==> config.mk <==
export PLATFORM = sky130hd
export DESIGN_NAME = median_width_distance_estimate_core_flat
export DESIGN_NICKNAME = d
export VERILOG_FILES = /design/src/hdl/mwde_pkg.sv /design/src/hdl/mwde_if.sv /design/src/hdl/median_width_distance_estimate_core.sv /design/src/flat_wrapper.sv
export SDC_FILE = /design/constraint.sdc
export NUM_CORES = 1
export LEC_CHECK = 0
export ABC_AREA = 1
export BUFFER_PORTS_ARGS = -buffer_cell sky130_fd_sc_hd__clkbuf_2
export CORE_MARGIN = 2
export CORE_UTILIZATION = 57
export DETAILED_ROUTE_END_ITERATION = 8
export PLACE_DENSITY_LB_ADDON = 0.25
export SLEW_MARGIN = 25
export SYNTH_ARGS = -nofsm -noshare
export SYNTH_HDL_FRONTEND = slang
export SYNTH_SLANG_ARGS = --single-unit
==> constraint.sdc <==
create_clock -name clock -period 6.7 [get_ports clock]
set_clock_uncertainty 0.1 [all_clocks]
set_input_delay 0.335 -clock clock [delete_from_list [all_inputs] [get_ports clock]]
set_output_delay 0.335 -clock clock [all_outputs]
set_load 0.02 [all_outputs]
==> src/hdl/mwde_pkg.sv <==
// Shared types, constants and sequencer states for the median width distance estimator.
// No dependencies; every other file depends on this package.
package mwde_pkg;

   localparam int WINDOW_LEN = 8;
   localparam int SLOT_W     = (WINDOW_LEN > 1) ? $clog2(WINDOW_LEN) : 1;
   localparam int CNT_W      = $clog2(WINDOW_LEN + 1);
   localparam int WIDTH_W    = 11;
   localparam int DIST_W     = 16;
   localparam int QUO_W      = 15;
   localparam int BIT_W      = $clog2(QUO_W);

   typedef logic [WIDTH_W-1:0]       width_type;
   typedef logic signed [DIST_W-1:0] dist_type;
   typedef logic [SLOT_W-1:0]        slot_type;
   typedef logic [CNT_W-1:0]         cnt_type;
   typedef logic [QUO_W-1:0]         quo_type;
   typedef logic [BIT_W-1:0]         bit_type;

   localparam cnt_type   MEDIAN_RANK = CNT_W'(WINDOW_LEN >> 1);
   localparam slot_type  LAST_SLOT   = SLOT_W'(WINDOW_LEN - 1);

   localparam width_type SMALL_WIDTH = 11'd40;
   localparam width_type LIMIT_WIDTH = 11'd350;
   localparam quo_type   DIST_NUMER  = 15'd21189;
   localparam bit_type   NUMER_TOP   = BIT_W'(QUO_W - 1);
   localparam dist_type  DIST_OFFSET = 16'sd20;
   localparam dist_type  SMALL_DIST  = 16'sd520;
   localparam dist_type  FAR_DIST    = 16'sd50;
   localparam dist_type  NO_DIST     = -16'sd1;

   typedef enum logic [2:0] {
      ST_IDLE,
      ST_RANK,
      ST_DIVIDE,
      ST_ADJUST,
      ST_FINISH
   } state_type;

endpackage

==> src/hdl/mwde_if.sv <==
// Request and response channel interfaces of the median width distance estimator.
// Depends on mwde_pkg for the payload types.
interface mwde_req_if;
   logic                 valid;
   logic                 ready;
   logic                 detected;
   mwde_pkg::width_type  box_width;

   modport source (output valid, output detected, output box_width, input ready);
   modport sink   (input valid, input detected, input box_width, output ready);
endinterface

interface mwde_rsp_if;
   logic                 valid;
   logic                 ready;
   mwde_pkg::dist_type   distance;

   modport source (output valid, output distance, input ready);
   modport sink   (input valid, input distance, output ready);
endinterface

==> src/hdl/median_width_distance_estimate_core.sv <==
// Median width distance estimator: running window of box widths, rank scan, restoring divider.
// Depends on mwde_pkg and the channel interfaces in mwde_if.sv.
//
// Each request writes its width (zero when nothing was detected) over the oldest of the
// last eight widths, then returns one distance. A request is accepted, then the rank counter
// scans window entries one at a time until it finds the upper median (at most eight); the
// restoring divider takes fifteen one-bit steps and the offset is subtracted when the median
// lies in 1..349 and is not 40, and finally the response register is loaded. The block
// is ready only between requests; a finished response waits in its register until taken.
module median_width_distance_estimate_core (
   input  logic        clock,
   input  logic        reset,
   mwde_req_if.sink    req_chan,
   mwde_rsp_if.source  rsp_chan
);
   import mwde_pkg::*;

   state_type state_ff, state_in;

   width_type window_ff [WINDOW_LEN];
   slot_type  slot_ff, slot_in;
   slot_type  cand_ff, cand_in;
   width_type median_ff, median_in;
   width_type rem_ff, rem_in;
   quo_type   quo_ff, quo_in;
   bit_type   bit_ff, bit_in;
   dist_type  result_ff, result_in;
   logic      rsp_valid_ff, rsp_valid_in;
   dist_type  rsp_dist_ff, rsp_dist_in;

   logic      req_take;
   width_type cand_width;
   cnt_type   lt_cnt, le_cnt;
   logic      rank_hit;
   width_type trial;
   logic      trial_ge;

   assign req_chan.ready    = (state_ff == ST_IDLE);
   assign req_take          = req_chan.valid && req_chan.ready;
   assign rsp_chan.valid    = rsp_valid_ff;
   assign rsp_chan.distance = rsp_dist_ff;

   // rank of the current candidate within the window
   always_comb begin
      cand_width = window_ff[cand_ff];
      lt_cnt     = '0;
      le_cnt     = '0;
      for (int i = 0; i < WINDOW_LEN; i++) begin
         if (window_ff[i] < cand_width) begin
            lt_cnt = lt_cnt + CNT_W'(1);
         end
         if (window_ff[i] <= cand_width) begin
            le_cnt = le_cnt + CNT_W'(1);
         end
      end
      rank_hit = (lt_cnt <= MEDIAN_RANK) && (le_cnt > MEDIAN_RANK);
   end

   assign trial    = {rem_ff[WIDTH_W-2:0], DIST_NUMER[bit_ff]};
   assign trial_ge = (trial >= median_ff);

   always_comb begin
      state_in     = state_ff;
      slot_in      = slot_ff;
      cand_in      = cand_ff;
      median_in    = median_ff;
      rem_in       = rem_ff;
      quo_in       = quo_ff;
      bit_in       = bit_ff;
      result_in    = result_ff;
      rsp_valid_in = rsp_valid_ff && !rsp_chan.ready;
      rsp_dist_in  = rsp_dist_ff;
      case (state_ff)
         ST_IDLE: begin
            if (req_take) begin
               slot_in  = (slot_ff == LAST_SLOT) ? '0 : slot_ff + SLOT_W'(1);
               cand_in  = '0;
               state_in = ST_RANK;
            end
         end
         ST_RANK: begin
            if (rank_hit) begin
               median_in = cand_width;
               rem_in    = '0;
               quo_in    = '0;
               bit_in    = NUMER_TOP;
               if (cand_width == '0) begin
                  result_in = NO_DIST;
                  state_in  = ST_FINISH;
               end else if (cand_width == SMALL_WIDTH) begin
                  result_in = SMALL_DIST;
                  state_in  = ST_FINISH;
               end else if (cand_width >= LIMIT_WIDTH) begin
                  result_in = FAR_DIST;
                  state_in  = ST_FINISH;
               end else begin
                  state_in  = ST_DIVIDE;
               end
            end else begin
               cand_in = (cand_ff == LAST_SLOT) ? '0 : cand_ff + SLOT_W'(1);
            end
         end
         ST_DIVIDE: begin
            rem_in = trial_ge ? trial - median_ff : trial;
            quo_in = {quo_ff[QUO_W-2:0], trial_ge};
            bit_in = bit_ff - BIT_W'(1);
            if (bit_ff == '0) begin
               state_in = ST_ADJUST;
            end
         end
         ST_ADJUST: begin
            result_in = dist_type'({1'b0, quo_ff}) - DIST_OFFSET;
            state_in  = ST_FINISH;
         end
         ST_FINISH: begin
            if (!rsp_valid_ff || rsp_chan.ready) begin
               rsp_valid_in = 1'b1;
               rsp_dist_in  = result_ff;
               state_in     = ST_IDLE;
            end
         end
         default: begin
            state_in = ST_IDLE;
         end
      endcase
   end

   always_ff @(posedge clock) begin
      if (reset) begin
         state_ff <= ST_IDLE;
      end else begin
         state_ff <= state_in;
      end
   end

   always_ff @(posedge clock) begin
      if (reset) begin
         slot_ff      <= '0;
         rsp_valid_ff <= 1'b0;
         for (int i = 0; i < WINDOW_LEN; i++) begin
            window_ff[i] <= '0;
         end
      end else begin
         slot_ff      <= slot_in;
         rsp_valid_ff <= rsp_valid_in;
         if (req_take) begin
            window_ff[slot_ff] <= req_chan.detected ? req_chan.box_width : '0;
         end
      end
   end

   always_ff @(posedge clock) begin
      cand_ff     <= cand_in;
      median_ff   <= median_in;
      rem_ff      <= rem_in;
      quo_ff      <= quo_in;
      bit_ff      <= bit_in;
      result_ff   <= result_in;
      rsp_dist_ff <= rsp_dist_in;
   end

endmodule

==> src/flat_wrapper.sv <==
// flat-port wrapper written by rule: the top's interface ports become plain ports
module median_width_distance_estimate_core_flat import mwde_pkg::*;
  (clock, reset, req_chan_valid, req_chan_detected, req_chan_box_width, req_chan_ready, rsp_chan_valid, rsp_chan_distance, rsp_chan_ready);
  mwde_req_if req_chan_i ();
  mwde_rsp_if rsp_chan_i ();
  input  logic clock;
  input  logic reset;
  input wire logic [$bits(req_chan_i.valid)-1:0] req_chan_valid;
  input wire logic [$bits(req_chan_i.detected)-1:0] req_chan_detected;
  input wire logic [$bits(req_chan_i.box_width)-1:0] req_chan_box_width;
  output wire logic [$bits(req_chan_i.ready)-1:0] req_chan_ready;
  output wire logic [$bits(rsp_chan_i.valid)-1:0] rsp_chan_valid;
  output wire logic [$bits(rsp_chan_i.distance)-1:0] rsp_chan_distance;
  input wire logic [$bits(rsp_chan_i.ready)-1:0] rsp_chan_ready;
  assign req_chan_i.valid = req_chan_valid;
  assign req_chan_i.detected = req_chan_detected;
  assign req_chan_i.box_width = req_chan_box_width;
  assign req_chan_ready = req_chan_i.ready;
  assign rsp_chan_valid = rsp_chan_i.valid;
  assign rsp_chan_distance = rsp_chan_i.distance;
  assign rsp_chan_i.ready = rsp_chan_ready;
  median_width_distance_estimate_core u_core (.clock(clock), .reset(reset), .req_chan(req_chan_i), .rsp_chan(rsp_chan_i));
endmodule
==> flow_summary.toml <==
[timing]
fmax_mhz = 156.9
drv_slew = 0
finalHoldViolCount = 0
period_needed_ns = 6.374
worst_slew_pin_slew_ns = 0.7730
slew_headroom_pct = 48.28
post-route-period-util_pct = 95.14
setup_violations = 0
finalSetupTns_ns = 0

[worst_setup_path]
crit_path_top_delay_cell = "dfxtp_4"
cp-start-kind = "flop"
crit_fanout = 29
cpPeakStageDelay_ns = 0.36
critPathRequiredTime_ns = 6.74
critPathKind = "flop to flop"
cpMostUsedCell = "nand2_1"
endpoint_kind = "flop"
cp.arrival_ns = 6.41

[outcome]
status = "completed"

[cts]
cts_tree = "built"
cts_made_buffers = 17
path_clk_slew_ns = 0.07
clockBufferDepth = 2
root_buffer = "clkbuf_16"
cts.sinks = 174
insertion_delay_ns = 0.44
ctsHtreeMaxLevel = 4

[route]
drc = 0
drt_first_pass_iters = 9
wl_um = 31630
vias_per_cell = 5.729
dr.first_iter.drc_count = 1212
wl_per_cell_um = 18.43
via_count = 9831
drtAntennaViolNets = 0

[grt]
grt_remaining_overflow = 0
antenna_found_initial = 1
grt_max_degree = 45
grt_pass1_vias = 9185
grt_pass1_wl_um = 47140
grt_use_total_pct = 28.59

[die]
initial_core_util_pct = 58.24
boundaryPins = 34
die_h_um = 145.3
dieArea_sq_um = 21100
fp.dieW_um = 145.3
core_area_sq_um = 19530
rows = 51

[synthesis]
syn_avg_cell_area_sq_um = 8.518
yosysWarnings = 0
ys_types = 51
synth_seq_cells = 174
synth_edf_count = 163
synth_top_family_by_area = "simple AND/OR/NAND/NOR gates"
synthSimpleGateAreaFrac_pct = 24.66
ys.flop_type = "edfxtp_1"
synth_compound_area_share_pct = 9.627
syn-num-nets = 1470
muxShareOfSynthArea_pct = 0
synthAdderAreaFrac_pct = 13.16
synth_cells = 1335
synth-xor-area-share_pct = 1.001
synth.yosys.seq_area_share_pct = 44.98
synthArstFlopShare_pct = 0
synth_area_sq_um = 11370

[final_layout]
layout_common_cells = "251 x nand2_1, 209 x nor2_1, 163 x edfxtp_1"
final_util_pct = 69.17
final_nets = 1574
layout_commonest_cell = "nand2_1"
diodes = 0
area_growth_pct = 18.76
fin_cells = 1716
stdcell_area_sq_um = 13510
drive_gt1_share_pct = 18.06

[place]
postPlaceCellArea_sq_um = 12260
port_buffers = 33
dp_cells = 1660
place_hpwl_um = 22900
gp_congestion = 1.021

[min_path]
hp-class = "input port to flop"

[job]
drv_cap = 0
==> path summary, 6_finish.rpt <==
| path | cells past startpoint | end | from | slack (ns) |
|---|---|---|---|---|
| worst min register to register | 0 | u_core.rsp_chan.distance[7]$_DFFE_PP_ | u_core.result_ff[7]$_DFFE_PP_ | 0.32 |
| worst max-delay path | 44 | u_core.rem_ff[1]$_SDFFCE_PP0N_ | flop | 0.33 |
| worst min-delay path | 2 | u_core.rsp_chan.valid$_SDFF_PP0_ | reset | 0.07 |
| worst max register to register | 44 | u_core.rem_ff[1]$_SDFFCE_PP0N_ | flop | 0.33 |
==> area by class of cell <==
class | count | area (sq um)
inverter | 165 | 634.4
sequential | 174 | 5120
clock inverter | 14 | 173.9
clock buffer | 17 | 425.4
tap | 265 | 331.6
timing repair buffer | 116 | 1039
timing repair inverter | 2 | 12.51
fill | 1541 | 6021
multi-input combinational | 963 | 5769
==> Yosys cell counts, types with 5 or more instances <==
cell	instances	share of area, %
inv_1	157	5.2
ha_1	118	13
nand3_2	15	1.3
nand2_4	6	0.59
nor4_1	6	0.33
o22ai_1	20	1.1
nand2_1	263	8.7
a21oi_1	64	2.8
o21ai_1	5	0.22
a211oi_1	5	0.33
dfxtp_1	11	1.9
edfxtp_1	163	43
nor3_1	7	0.31
nor2_2	5	0.28
nand3_1	70	3.1
xor2_1	10	0.77
clkbuf_1	28	0.92
inv_2	7	0.23
nand3b_1	7	0.46
o21ai_0	88	3.9
nand4_1	13	0.72
nor2_1	211	7.0
nand2_2	12	0.66
==> critical path: cells and delay by family (launching register included) <==
kind                     cells  cell delay, ns
flip-flops                   1            0.36
AND/OR/NAND/NOR             22            2.14
buffers and inverters       12            1.09
AO/OA/AOI/OAI                3            0.52
adder cells (fa/ha/maj)      7            1.86
==> logic make-up (layout without fill, tap and decap cells) <==
| group | count (synthesis) | after routing |
|---|---|---|
| AO/OA/AOI/OAI | 200 | 200 |
| XOR/XNOR | 13 | 13 |
| adder cells (fa/ha/maj) | 119 | 119 |
| buffers and inverters | 198 | 314 |
| flip-flops | 174 | 174 |
| AND/OR/NAND/NOR | 631 | 631 |
==> state kept, by name, summed over array words and instances, names as in the netlist, named ones only <==
| register | cells |
|---|---|
| u_core.rem_ff | 10 |
| u_core.quo_ff | 15 |
| u_core.median_ff | 11 |
| u_core.slot_ff | 3 |
| u_core.state_ff | 3 |
| u_core.cand_ff | 3 |
| u_core.bit_ff | 4 |
| u_core.rsp_chan.valid | 1 |
| u_core.trial | 1 |
| u_core.rsp_chan.distance | 16 |
| u_core.window_ff | 88 |
| u_core.result_ff | 16 |
==> per-stage QoR <==
stage               hold WS (ns)  setup slack, ns
CTS                      0.06975         0.002216
detailed placement        0.3056         -0.03902
global route             0.09299         -0.05933
floorplan                 0.3003          0.05471
global placement          0.3005        -0.008960
finish                   0.07213           0.3258
==> timing repair <==
item,in CTS,in global routing
buffers inserted,0,14
gates resized for setup,10,93
hold buffers,0,0
setup endpoints to repair,64,66
pin swaps,0,28
gates cloned,0,11
==> metal layers <==
metal | routed length (um) | GRT usage (%) | up-vias
li1 | - | - | 4729
met1 | 11990 | 35.44 | 4457
met2 | 14500 | 46.73 | 502
met3 | 3108 | 6.572 | 143
met4 | 2034 | 14.90 | 0
met5 | 0 | 0 | -
Power is not shown: default switching activity piles up to over one toggle a cycle in this logic, so the estimate is an artifact.
